<file path="src/rtl/core/ffade_pkg.sv">
// ---------------------------------------------------------------------------
// Frustum fade test package
// Shared field widths, command and status codes, and pipeline structs.
// ---------------------------------------------------------------------------
package ffade_pkg;

	localparam int W      = 32;
	localparam int DIS_W  = 17;
	localparam int MASK_W = 6;
	localparam int PIX_W  = 3;

	typedef enum logic [1:0] {
		CMD_PLANE = 2'd0,
		CMD_VIEW  = 2'd1,
		CMD_TEST  = 2'd2,
		CMD_NOP   = 2'd3
	} cmd_t;

	typedef enum logic [2:0] {
		ST_OK   = 3'd0,
		ST_VIEW = 3'd1,
		ST_BOX  = 3'd2,
		ST_MASK = 3'd3,
		ST_OVF  = 3'd4
	} status_t;

	// request control carried from stage 2 to the plane merge
	typedef struct packed {
		logic                zero;
		status_t             status;
		logic [MASK_W-1:0]   mask;
	} ctl_t;

	// per plane support distances, plain and expanded
	typedef struct packed {
		logic                ovf;
		logic signed [W-1:0] s;
		logic signed [W-1:0] x;
	} sup_t;

	// merged result waiting for the dissolve pipeline
	typedef struct packed {
		logic                zero;
		status_t             status;
		logic                cull;
		logic signed [W-1:0] min_s;
	} res_t;

endpackage

</file>
<file path="src/rtl/core/ffade_fade.sv">
// ---------------------------------------------------------------------------
// Plane dissolve unit
// Bit per stage divider for t = E / (E - S), then the smoothstep products.
// ---------------------------------------------------------------------------
module ffade_fade import ffade_pkg::*; #(
	parameter int FRAC_BITS = 16
) (
	input  logic                 clk,
	input  logic                 en,
	input  logic                 enb,
	input  sup_t                 sup,
	output logic                 act,
	output logic [FRAC_BITS+1:0] sm
);

	localparam int F = FRAC_BITS;

	logic [W-1:0]   rem_q [F+1];
	logic [W-1:0]   dv_q  [F+1];
	logic [F-1:0]   q_q   [F+1];
	logic           act_q [F+1];

	logic [F-1:0]   t_u;
	logic [F-1:0]   u_u;
	logic           act_u;
	logic [F+1:0]   k_c;

	// divider entry: the band is below 2^32 and the remainder starts below it
	always_ff @(posedge clk) begin
		if (en) begin
			act_q[0] <= enb && sup.s[W-1] && !sup.x[W-1] && (|sup.x);
			dv_q[0]  <= W'(sup.x) - W'(sup.s);
			rem_q[0] <= W'(sup.x);
			q_q[0]   <= '0;
		end
	end

	for (genvar i = 0; i < F; i++) begin : g_div
		logic [W:0] r2;
		logic       ge;

		assign r2 = {rem_q[i], 1'b0};
		assign ge = r2 >= {1'b0, dv_q[i]};

		always_ff @(posedge clk) begin
			if (en) begin
				rem_q[i+1] <= ge ? W'(r2 - {1'b0, dv_q[i]}) : W'(r2);
				dv_q[i+1]  <= dv_q[i];
				q_q[i+1]   <= {q_q[i][F-2:0], ge};
				act_q[i+1] <= act_q[i];
			end
		end
	end

	// t squared
	always_ff @(posedge clk) begin
		if (en) begin
			u_u   <= F'(((2*F)'(q_q[F]) * (2*F)'(q_q[F])) >> F);
			t_u   <= q_q[F];
			act_u <= act_q[F];
		end
	end

	assign k_c = ((F+2)'(3) << F) - {1'b0, t_u, 1'b0};

	// u * (3 - 2t)
	always_ff @(posedge clk) begin
		if (en) begin
			sm  <= (F+2)'(((2*F+2)'(u_u) * (2*F+2)'(k_c)) >> F);
			act <= act_u;
		end
	end

endmodule

</file>
<file path="config.mk">
export PLATFORM = sky130hd
export DESIGN_NAME = ffade_fade
export DESIGN_NICKNAME = d
export VERILOG_FILES = /design/src/rtl/core/ffade_pkg.sv /design/src/rtl/core/ffade_fade.sv
export SDC_FILE = /design/constraint.sdc
export NUM_CORES = 2
export LEC_CHECK = 0
export ABC_CLOCK_PERIOD_IN_PS = 7500
export BUFFER_PORTS_ARGS = -buffer_cell sky130_fd_sc_hd__buf_2
export CAP_MARGIN = 20
export CORE_ASPECT_RATIO = 0.6
export CORE_MARGIN = 2
export CORE_UTILIZATION = 59
export DETAILED_ROUTE_END_ITERATION = 7
export HOLD_SLACK_MARGIN = 0.05
export PLACE_DENSITY = 0.78
export SYNTH_ARGS = -nofsm -noshare
export SYNTH_HDL_FRONTEND = slang
export SYNTH_SLANG_ARGS = --single-unit
export TNS_END_PERCENT = 1
</file>
<file path="constraint.sdc">
create_clock -name clk -period 7.5 [get_ports clk]
set_input_delay 0.375 -clock clk [delete_from_list [all_inputs] [get_ports clk]]
set_output_delay 0.375 -clock clk [all_outputs]
set_load 0.02 [all_outputs]
</file>
==> results.cfg <==
[layout]
area_growth_pct = 9.348
layout-drive-gt1-share = 0.08811
nets = 9352

[timing]
setup-violations-final = 2
setup_slack_ps = -24.58
finClkSkew_ps = 38.47
hold_violations = 0
period_share = 1.003
setup_tns_ps = -36.31
drv_slew = 0
worst_slew_pin_slew_ps = 1082
min_period_ps = 7525
relSlewSlack = 0.2723
fmax_mhz = 132.9
rsz0062_at_grt = yes

[synth]
synth_cell_types = 85
synth-simple-area-share = 0.1016
synth_seq_area_share = 0.4317
synth_cells = 7942
synth-compound-area-share = 0.1283
yosys_warnings = 0
synth_common_cells = 1229 x edfxtp_1, 1128 x inv_1, 745 x ha_1
synthAdderAreaFrac = 0.1999
syn-num-nets = 9143
synthXorXnorAreaFrac = 0.04877
synth_edf_count = 1229
synthMuxAreaShare = 0.03176
synth_top_area_share = 0.4317
netlist_area_um2 = 85490
async_flop_share = 0
synth-seq-cells = 1229
synth_top_family_by_area = adder cells
synth_top_cell_by_area = edfxtp_1
avgSynthCellArea_um2 = 10.76
synth.area.top_cells = edfxtp_1 43%, ha_1 11%, fa_1 9.1%
ys.flop_type = edfxtp_1
synthMostInstantiatedCell = edfxtp_1

[critical_path]
critPathKind = reg2reg
end_kind = flop
critPathRequiredTime_ps = 8010
cp_common_cell = fa_1
crit_path_start_kind = flop
max_stage_delay_ps = 560
crit_cells = 31
r2r_cells = 31
path_delay_family = adder cells
worstPathArrival_ps = 8030
crit_fanout = 4
cp_slowest_cell = fa_1
cp_num_buf_inv = 8

[grt]
grt_pass1_wl_um = 321300
globalRouteOverflowTotal = 0
grt_max_degree = 189
track_usage = 0.2726
grt_pass1_vias = 57703
antenna_found_initial = 5

[clock_tree]
clkSlewWorstSetupHoldPaths_ps = 70
htreeDepth = 3
cts_tree = yes
worstSkewPairLatency_ps = 780
cts_buffers = 118
cts.sinks = 1229
cts_root_buffer = clkbuf_16
cts_max_path_buffers = 3

[place]
port_buffers = 85
dp_hpwl_um = 153500
gp_congestion = 0.9386

[floorplanning]
die_y_um = 298.8
fp.dieW_um = 495.4
io_pins = 87
rows = 108
die_area_um2 = 148100
start_util = 0.5929
coreArea_um2 = 144200

[drt]
vias = 59865
first_iter_violations = 6662
finalWirelength_um = 200800
wire_per_inst_um = 19.73
drcViolationCount = 0
ant_nets = 0
vias_per_cell = 5.881
dr.pass1.iters = 6

[hold_path]
whs_path_depth = 1
hp-class = in2reg

[outcome]
status = complete, but fails checks
violations = negative setup slack

[run]
max-cap-violations = 0
-- placed cells by master (no fill, tap or decap), drive strengths merged, types with 66 or more instances in the layout --
cell	n
ha	745
nand2b	89
o21ai	393
nand4	71
xor2	166
fa	388
xnor2	310
and2	206
clkbuf	136
nand2	566
o21a	87
nor2b	114
nand3	96
mux2	226
inv	1135
buf	234
nor2	430
nor3	66
a21o	267
o21bai	68
a21oi	554
edfxtp	1229
-- flip-flops by register name, summed over array words and instances, names as in the netlist --
register / cells
rem_q: 512
u_u: 16
act_q: 17
q_q: 136
act: 1
act_u: 1
dv_q: 512
sm: 18
t_u: 16
-- final timing paths --
kind / startpoint / end / slack (ps)
setup / recovery: t_u[0] / sm[17] / -20
hold / removal: en / dv_q[0][319] / 120
hold reg to reg: q_q[7][19] / q_q[8][4] / 400
setup reg to reg: t_u[0] / sm[17] / -20
-- metal layers --
| metal | vias to the layer above | global-route usage | wire length, µm |
|---|---|---|---|
| li1 | 28278 | - | - |
| met1 | 29050 | 0.4576 | 101400 |
| met3 | 234 | 0.05474 | 18120 |
| met4 | 2 | 0.04493 | 2939 |
| met5 | - | 0 | 13 |
| met2 | 2301 | 0.3620 | 78380 |
-- final cells by class --
cell class / count / area [µm²]
Sequential cell: 1229 / 36910
Tap cell: 1925 / 2409
Fill cell: 10870 / 50710
Timing Repair Buffer: 269 / 1984
Clock inverter: 84 / 947.2
Antenna cell: 3 / 7.507
Inverter: 1128 / 4234
Clock buffer: 136 / 3042
Multi-Input combinational cell: 5405 / 43950
-- metrics by stage --
stage / instance area (µm²) / hold slack (ps) / setup slack (ps) / instances / util
finish: 93480 / 121.2 / -24.58 / 10179 / 0.6483
detailed placement: 88910 / 404.5 / -363.2 / 9916 / 0.6166
global placement: 88900 / 400.3 / -345.8 / 9915 / 0.6166
CTS: 93390 / 67.64 / 1.428 / 10173 / 0.6477
floorplan: 85540 / 400.3 / 9.800 / 7942 / -
global route: 93480 / 92.26 / -315.4 / 10179 / 0.6483
-- cells by family (layout without fill, tap and decap cells) --
logic type,count (synthesis),in the layout
buffers and inverters,1308,1617
muxes,243,243
xor gates and xnor gates,476,476
adders and majority gates,1133,1133
AOI/OAI and AO/OA,1746,1746
and+or+nand+nor,1807,1807
DFF,1229,1229
other,0,3
-- timing repair --
action                                  4_1_cts  5_1_grt
buffers inserted                              3        3
endpoints found under the setup margin        6       15
hold endpoints to repair                     35        0
hold buffers                                 35        0
resized for setup                            25       20
pin swaps                                    23        9
Power is not shown: default switching activity piles up to over one toggle a cycle in this logic, so the estimate is an artifact.
