**config.mk**
```make
export PLATFORM = sky130hd
export DESIGN_NAME = ffade_ram
export DESIGN_NICKNAME = d
export VERILOG_FILES = /design/src/rtl/core/ffade_ram.sv
export SDC_FILE = /design/constraint.sdc
export NUM_CORES = 1
export LEC_CHECK = 0
export ABC_AREA = 1
export BUFFER_PORTS_ARGS = -buffer_cell sky130_fd_sc_hd__buf_2
export CAP_MARGIN = 25
export CELL_PAD_IN_SITES_DETAIL_PLACEMENT = 1
export CELL_PAD_IN_SITES_GLOBAL_PLACEMENT = 2
export CORE_MARGIN = 8
export CORE_UTILIZATION = 41
export CTS_CLUSTER_DIAMETER = 100
export DETAILED_ROUTE_END_ITERATION = 8
export PLACE_DENSITY_LB_ADDON = 0.2
export SLEW_MARGIN = 5
export SYNTH_ARGS = -nofsm -noshare
export SYNTH_HDL_FRONTEND = slang
export SYNTH_SLANG_ARGS = --single-unit
```
**constraint.sdc**
```tcl
create_clock -name clk -period 4.9 [get_ports clk]
set_input_delay 0.245 -clock clk [delete_from_list [all_inputs] [get_ports clk]]
set_output_delay 0.245 -clock clk [all_outputs]
set_load 0.01 [all_outputs]
```
**src/rtl/core/ffade_ram.sv**
```systemverilog
// ---------------------------------------------------------------------------
// Generic RAM
// One write port, one read port, registered read data.
// ---------------------------------------------------------------------------
module ffade_ram #(
	parameter int WIDTH = 32,
	parameter int DEPTH = 2
) (
	input  logic                                   clk,
	input  logic                                   we,
	input  logic [(DEPTH > 1 ? $clog2(DEPTH) : 1)-1:0] waddr,
	input  logic [WIDTH-1:0]                       wdata,
	input  logic                                   re,
	input  logic [(DEPTH > 1 ? $clog2(DEPTH) : 1)-1:0] raddr,
	output logic [WIDTH-1:0]                       rdata
);

	logic [WIDTH-1:0] mem [DEPTH];

	always_ff @(posedge clk) begin
		if (we) begin
			mem[waddr] <= wdata;
		end
		if (re) begin
			rdata <= mem[raddr];
		end
	end

endmodule

```
==> results.json, run 1 <==
{
  "ys_seq_elements": 96,
  "num_antenna_cells": 0,
  "criticalPathCategory": "reg2out",
  "ctsHoldBuffers": 0,
  "startpoint": "rdata[29]$_DFFE_PP_",
  "num_rows": 33,
  "postRouteAntennaNets": 0,
  "yosysTopAreaCell": "edfxtp_1",
  "critPathMaxStageDelay_ns": 0.41,
  "pwr-share-comb_pct": 6.3,
  "cp_num_cells": 1,
  "pwr-share-seq_pct": 62.7,
  "post_cts_resized": 0,
  "grt_max_degree": 34,
  "hold_viol": 0,
  "firstDrtPassIters": 4,
  "tns_ns": 0,
  "clk_path_buf_depth": 2,
  "start_util_pct": 41.7,
  "switching_share_pct": 21.2,
  "power_density_nw_per_um2": 395,
  "initialDrtViolationCount": 33,
  "cts_buffers": 9,
  "cts_setup_buffers": 0,
  "h-tree-depth": 3,
  "syn_area_um2": 3390,
  "synth_top_area_share_pct": 85.0,
  "grt_overflow_total": 0,
  "p_int_mw": 1.24,
  "fin_crit_ns": 1.16,
  "layout-drive-gt1-share_pct": 34.0,
  "clock_latency_ns": 0.34,
  "vias": 1750,
  "hold_path.class": "in2reg",
  "io_buffers": 68,
  "end_kind": "output pin",
  "drt_wl_total_mm": 6.02,
  "grt_pass1_wl_mm": 9.69,
  "place_ws_ns": 3.35,
  "post_drt_wl_per_cell_um": 15.6,
  "arrival_ns": 0.91,
  "drc": 0,
  "cp.required_ns": 4.66,
  "slowest_stage": "edfxtp_1",
  "grt_pass1_vias": 1934,
  "synthArstFlopShare_pct": 0,
  "yosys-top-cells-area": "edfxtp_1 85%, nand2_1 9.6%, nand2_2 1.8%",
  "layout.nets": 314,
  "cap_violations": 0,
  "synth-edff-count": 96,
  "synth_cells": 204,
  "clk_pin_slew_ns": 0.09,
  "yosysMostFrequentCell": "edfxtp_1",
  "boundaryPins": 69,
  "die_width_um": 107,
  "ys_warn_count": 0,
  "worst_hold_path.num_cells": 1,
  "die_area_um2": 11400,
  "cts_tree": "yes",
  "cp_top_family": "flip-flops",
  "r2r-end": "rdata[10]$_DFFE_PP_",
  "r2r_start": "mem[1][10]$_DFFE_PP_",
  "synth_cell_types": 9,
  "place_congestion": 0.701,
  "synthesis.nets": 241,
  "synthFlopType": "edfxtp_1",
  "reg2regPathDepth": 2,
  "r2r_slack_ns": 4.15,
  "area_growth_syn_to_layout_pct": 17.1,
  "p_sw_mw": 0.332,
  "crit_path_start_kind": "register",
  "period_share_pct": 23.7,
  "coreArea_um2": 8130,
  "finalSetupViolations": 0,
  "rsz0062_at_grt": "no",
  "syn_area_per_cell_um2": 16.6,
  "cts_root_buffer": "clkbuf_8",
  "antenna_found_initial": 0,
  "via_per_inst": 4.52,
  "worstPathCellList": "buf_2",
  "status": "completed",
  "tightest_slew_ns": 0.959,
  "fillers": 823,
  "crit_fanout": 1,
  "vdd_drop_max_mv": 0.194,
  "timing.final.ws_setup_ns": 3.74,
  "clock.fmax_mhz": 863,
  "p_leak_nw": 1.60,
  "maxSlewHeadroom_pct": 35.9,
  "ys_seq_area_share_pct": 85.0,
  "track_usage_pct": 11.2,
  "clkSinkCount": 96,
  "dp_hpwl_mm": 4.01,
  "path_buf_inv": 1,
  "final-max-slew-violation-count": 0,
  "clockPowerShare_pct": 31.0,
  "skew_ns": 0.00619,
  "synth_commonest_cells": "96 x edfxtp_1, 87 x nand2_1, 10 x nand2_2",
  "cp-endpoint": "rdata[29]",
  "die_h_um": 107
}
[power groups by stage]
| stage | clock network [mW] | logic (mW) | registers [mW] |
|---|---|---|---|
| after detailed placement | 0 | 0.103 | 1.00 |
| final | 0.487 | 0.0987 | 0.984 |
| after global placement | 0 | 0.0996 | 1.00 |
| after floorplan | 0 | 0.0425 | 1.01 |
| after global routing | 0.532 | 0.112 | 0.990 |
| after CTS | 0.503 | 0.103 | 0.985 |
[worst register-to-register path, cell delays in order, from the launching register on]
cell      delay, ns
edfxtp_1       0.37
nand2_1        0.07
nand2_1        0.07
[sequential cells by signal (all words and copies together) (netlist names)]
register,count
mem,64
rdata,32
[metrics by stage]
step                      std cells  hold WS, ns  utilization, %  instance area, µm²  power [mW]
after floorplan                 204        0.344               -                3390        1.05
after global placement          371        0.434            46.5                3780        1.10
after detailed placement        371        0.436            46.5                3780        1.11
after CTS                       387       0.0677            48.8                3970        1.59
after global routing            387       0.0765            48.8                3970        1.63
final                           387       0.0831            48.8                3970        1.57
[cells by family after synthesis]
logic type	Yosys count	synth area share (%)
simple gates	98	11.6
buf+inv	10	3.36
flops	96	85.0
[metal layers]
layer / global-route usage, % / wire (µm)
met4: 4.52 / 107
met2: 19.5 / 3100
met5: 0 / 0
met1: 12.8 / 2530
met3: 2.76 / 276
[placed cells by master (no fill, tap or decap), drive strengths merged]
master / count
edfxtp: 96
buf: 69
nor2: 1
clkbuf: 10
nand2: 97
bufinv: 1
inv: 3
clkinv: 3
clkinvlp: 2
[layout make-up]
class                   instances  area (µm²)  share of cell area (%)
multi-input cells              98         400                    10.1
clock inverters                 6        60.1                    1.51
repair buffers                 69         348                    8.76
inverters                       3        18.8                   0.473
well taps                     105         131                    3.31
flip-flops and latches         96        2880                    72.6
clock buffers                  10         128                    3.22
[worst min path at each step]
stage	from	endpoint	slack (ns)
finish	wdata[21]	mem[0][21]$_DFFE_PP_	0.08
global route	wdata[14]	mem[1][14]$_DFFE_PP_	0.08
CTS	wdata[21]	mem[0][21]$_DFFE_PP_	0.07
detailed placement	wdata[21]	mem[0][21]$_DFFE_PP_	0.44
global placement	wdata[25]	mem[0][25]$_DFFE_PP_	0.43
floorplan	wdata[0]	mem[0][0]$_DFFE_PP_	0.34
(Power assumes the default switching activity.)
==> inputs of run 2 (changes only) <==
--- a/config.mk
+++ b/config.mk
@@ -5,7 +5,7 @@
 export SDC_FILE = /design/constraint.sdc
 export NUM_CORES = 1
 export LEC_CHECK = 0
-export ABC_AREA = 1
+export ABC_AREA = 0
 export BUFFER_PORTS_ARGS = -buffer_cell sky130_fd_sc_hd__buf_2
 export CAP_MARGIN = 25
 export CELL_PAD_IN_SITES_DETAIL_PLACEMENT = 1
==> constraint.sdc (replaced) <==
create_clock -name clk -period 1.1 [get_ports clk]
set_input_delay 0.055 -clock clk [delete_from_list [all_inputs] [get_ports clk]]
set_output_delay 0.055 -clock clk [all_outputs]
set_load 0.01 [all_outputs]
==> results.json, run 2 <==
{
  "start_util_pct": 42.1,
  "cts_setup_buffers": 0,
  "yosys-top-cells-area": "edfxtp_1 84%, mux2_4 13%, buf_12 1.7%",
  "slowest_stage": "edfxtp_1",
  "cts_buffers": 9,
  "p_int_mw": 5.74,
  "h-tree-depth": 3,
  "path_buf_inv": 1,
  "grt_overflow_total": 0,
  "postRouteAntennaNets": 0,
  "switching_share_pct": 21.0,
  "synthFlopType": "edfxtp_1",
  "placedCellCount": 310,
  "via_per_inst": 4.51,
  "layout-drive-gt1-share_pct": 48.6,
  "synth-edff-count": 96,
  "synth_top_area_share_pct": 83.8,
  "crit_fanout": 1,
  "final_common_cell": "edfxtp_1",
  "r2r_slack_ns": 0.19,
  "ys_warn_count": 0,
  "largest_reg_flops": 64,
  "synth_cell_types": 7,
  "ys_seq_elements": 96,
  "grt_pass1_wl_mm": 9.89,
  "maxSlewHeadroom_pct": 85.8,
  "power_density_nw_per_um2": 1620,
  "initialDrtViolationCount": 45,
  "pwr-share-seq_pct": 60.4,
  "fin_cells": 358,
  "layout.nets": 285,
  "cap_violations": 0,
  "yosysTopAreaCell": "edfxtp_1",
  "end_kind": "output pin",
  "grt_max_degree": 33,
  "power_mw": 7.27,
  "critPathMaxStageDelay_ns": 0.42,
  "ys_seq_area_share_pct": 83.8,
  "track_usage_pct": 11.6,
  "dp_hpwl_mm": 4.22,
  "skew_ns": 0.00719,
  "area_growth_syn_to_layout_pct": 30.6,
  "top_regs": "mem: 64 flops, rdata: 32 flops",
  "p_leak_nw": 1.73,
  "crit_path_start_kind": "register",
  "final-max-slew-violation-count": 0,
  "synth_cells": 134,
  "whs_ns": 0.176,
  "clk_pin_slew_ns": 0.09,
  "synthesis.nets": 171,
  "synthArstFlopShare_pct": 0,
  "p_sw_mw": 1.52,
  "clk_path_buf_depth": 2,
  "top_register": "mem",
  "hold_viol": 0,
  "antenna_found_initial": 0,
  "rsz0062_at_grt": "no",
  "die_area_um2": 11600,
  "criticalPathCategory": "reg2out",
  "vdd_drop_max_mv": 0.977,
  "coreArea_um2": 8180,
  "synth_commonest_cells": "96 x edfxtp_1, 30 x mux2_4, 3 x buf_12",
  "arrival_ns": 0.93,
  "tightest_slew_ns": 0.214,
  "finalSetupViolations": 0,
  "hold_path.class": "in2reg",
  "final_cell_mix": "96 x edfxtp_1, 68 x buf_2, 32 x dlygate4sd3_1",
  "status": "completed",
  "worstPathCellList": "buf_2",
  "cp_top_family": "flip-flops",
  "place_congestion": 0.666,
  "die_width_um": 108,
  "cts_root_buffer": "clkbuf_8",
  "final_core_utilization_pct": 54.9,
  "io_buffers": 68,
  "yosysMostFrequentCell": "edfxtp_1",
  "cp.required_ns": 1.04,
  "fillers": 736,
  "clockPowerShare_pct": 30.7,
  "post_cts_resized": 0,
  "tns_ns": 0,
  "drt_wl_total_mm": 6.36,
  "num_antenna_cells": 0,
  "syn_area_per_cell_um2": 25.7,
  "firstDrtPassIters": 4,
  "boundaryPins": 69,
  "syn_area_um2": 3440,
  "vias": 1616,
  "post_drt_wl_per_cell_um": 17.8,
  "period_share_pct": 89.2,
  "cts_tree": "yes",
  "grt_pass1_vias": 1867,
  "clkSinkCount": 96,
  "pwr-share-comb_pct": 9.0,
  "die_h_um": 108,
  "clock.fmax_mhz": 1020,
  "fin_crit_ns": 0.981,
  "clock_latency_ns": 0.35,
  "num_rows": 33,
  "drc": 0
}
==> run 2: cell types whose count changed after synthesis, moves of 3 or more <==
cell / before / now
clkbuf_8: 3 / 0
nand2_1: 87 / 0
nand2_2: 10 / 0
mux2_4: 0 / 30
==> run 2: layout make-up <==
cell class | instances | area, µm² | area share, %
clock inverters | 7 | 71.3 | 1.59
well taps | 105 | 131 | 2.92
multi-input cells | 34 | 494 | 11.0
clock buffers | 9 | 124 | 2.76
repair buffers | 107 | 788 | 17.5
flip-flops and latches | 96 | 2880 | 64.2
==> run 2: power groups by stage <==
stage          Combinational (mW)  Sequential, mW  Clock [mW]
3_3_place_gp                0.550            4.45           0
3_5_place_dp                0.580            4.47           0
6_report                    0.651            4.39        2.23
2_1_floorplan               0.257            4.50           0
4_1_cts                     0.668            4.39        2.32
5_1_grt                     0.702            4.41        2.43
==> run 2: kinds of logic (layout without fill, tap and decap cells) <==
logic type | after synthesis | count (layout) | synth area share, %
AND/OR/NAND/NOR | 2 | 2 | 0.364
multiplexers | 32 | 32 | 13.8
flip-flops | 96 | 96 | 83.8
buffers and inverters | 4 | 123 | 2.07
==> run 2: path summary, 6_finish.rpt <==
path / from / to / depth (start not counted)
max: rdata[31]$_DFFE_PP_ / rdata[31] / 1
min: re / rdata[14]$_DFFE_PP_ / 2
min reg2reg: mem[1][23]$_DFFE_PP_ / rdata[23]$_DFFE_PP_ / 1
max reg2reg: mem[0][28]$_DFFE_PP_ / rdata[28]$_DFFE_PP_ / 1
==> run 2: per-stage QoR <==
step	setup slack, ns	area (µm²)
floorplan	0.119	3450
global placement	0.114	3980
detailed placement	0.100	3980
CTS	0.0947	4490
global route	0.0925	4490
finish	0.119	4490
==> run 2: what timing repair did <==
item	CTS	global route
hold buffers	32	0
setup endpoints to repair	0	0
hold endpoints to repair	64	0
==> run 2: metal layers <==
layer / vias to the layer above / routed length (µm) / global-route usage (%)
met5: - / 0 / 0
met4: 0 / 110 / 6.24
met3: 8 / 319 / 3.47
met2: 46 / 3470 / 20.7
met1: 802 / 2460 / 12.0
li1: 760 / - / -
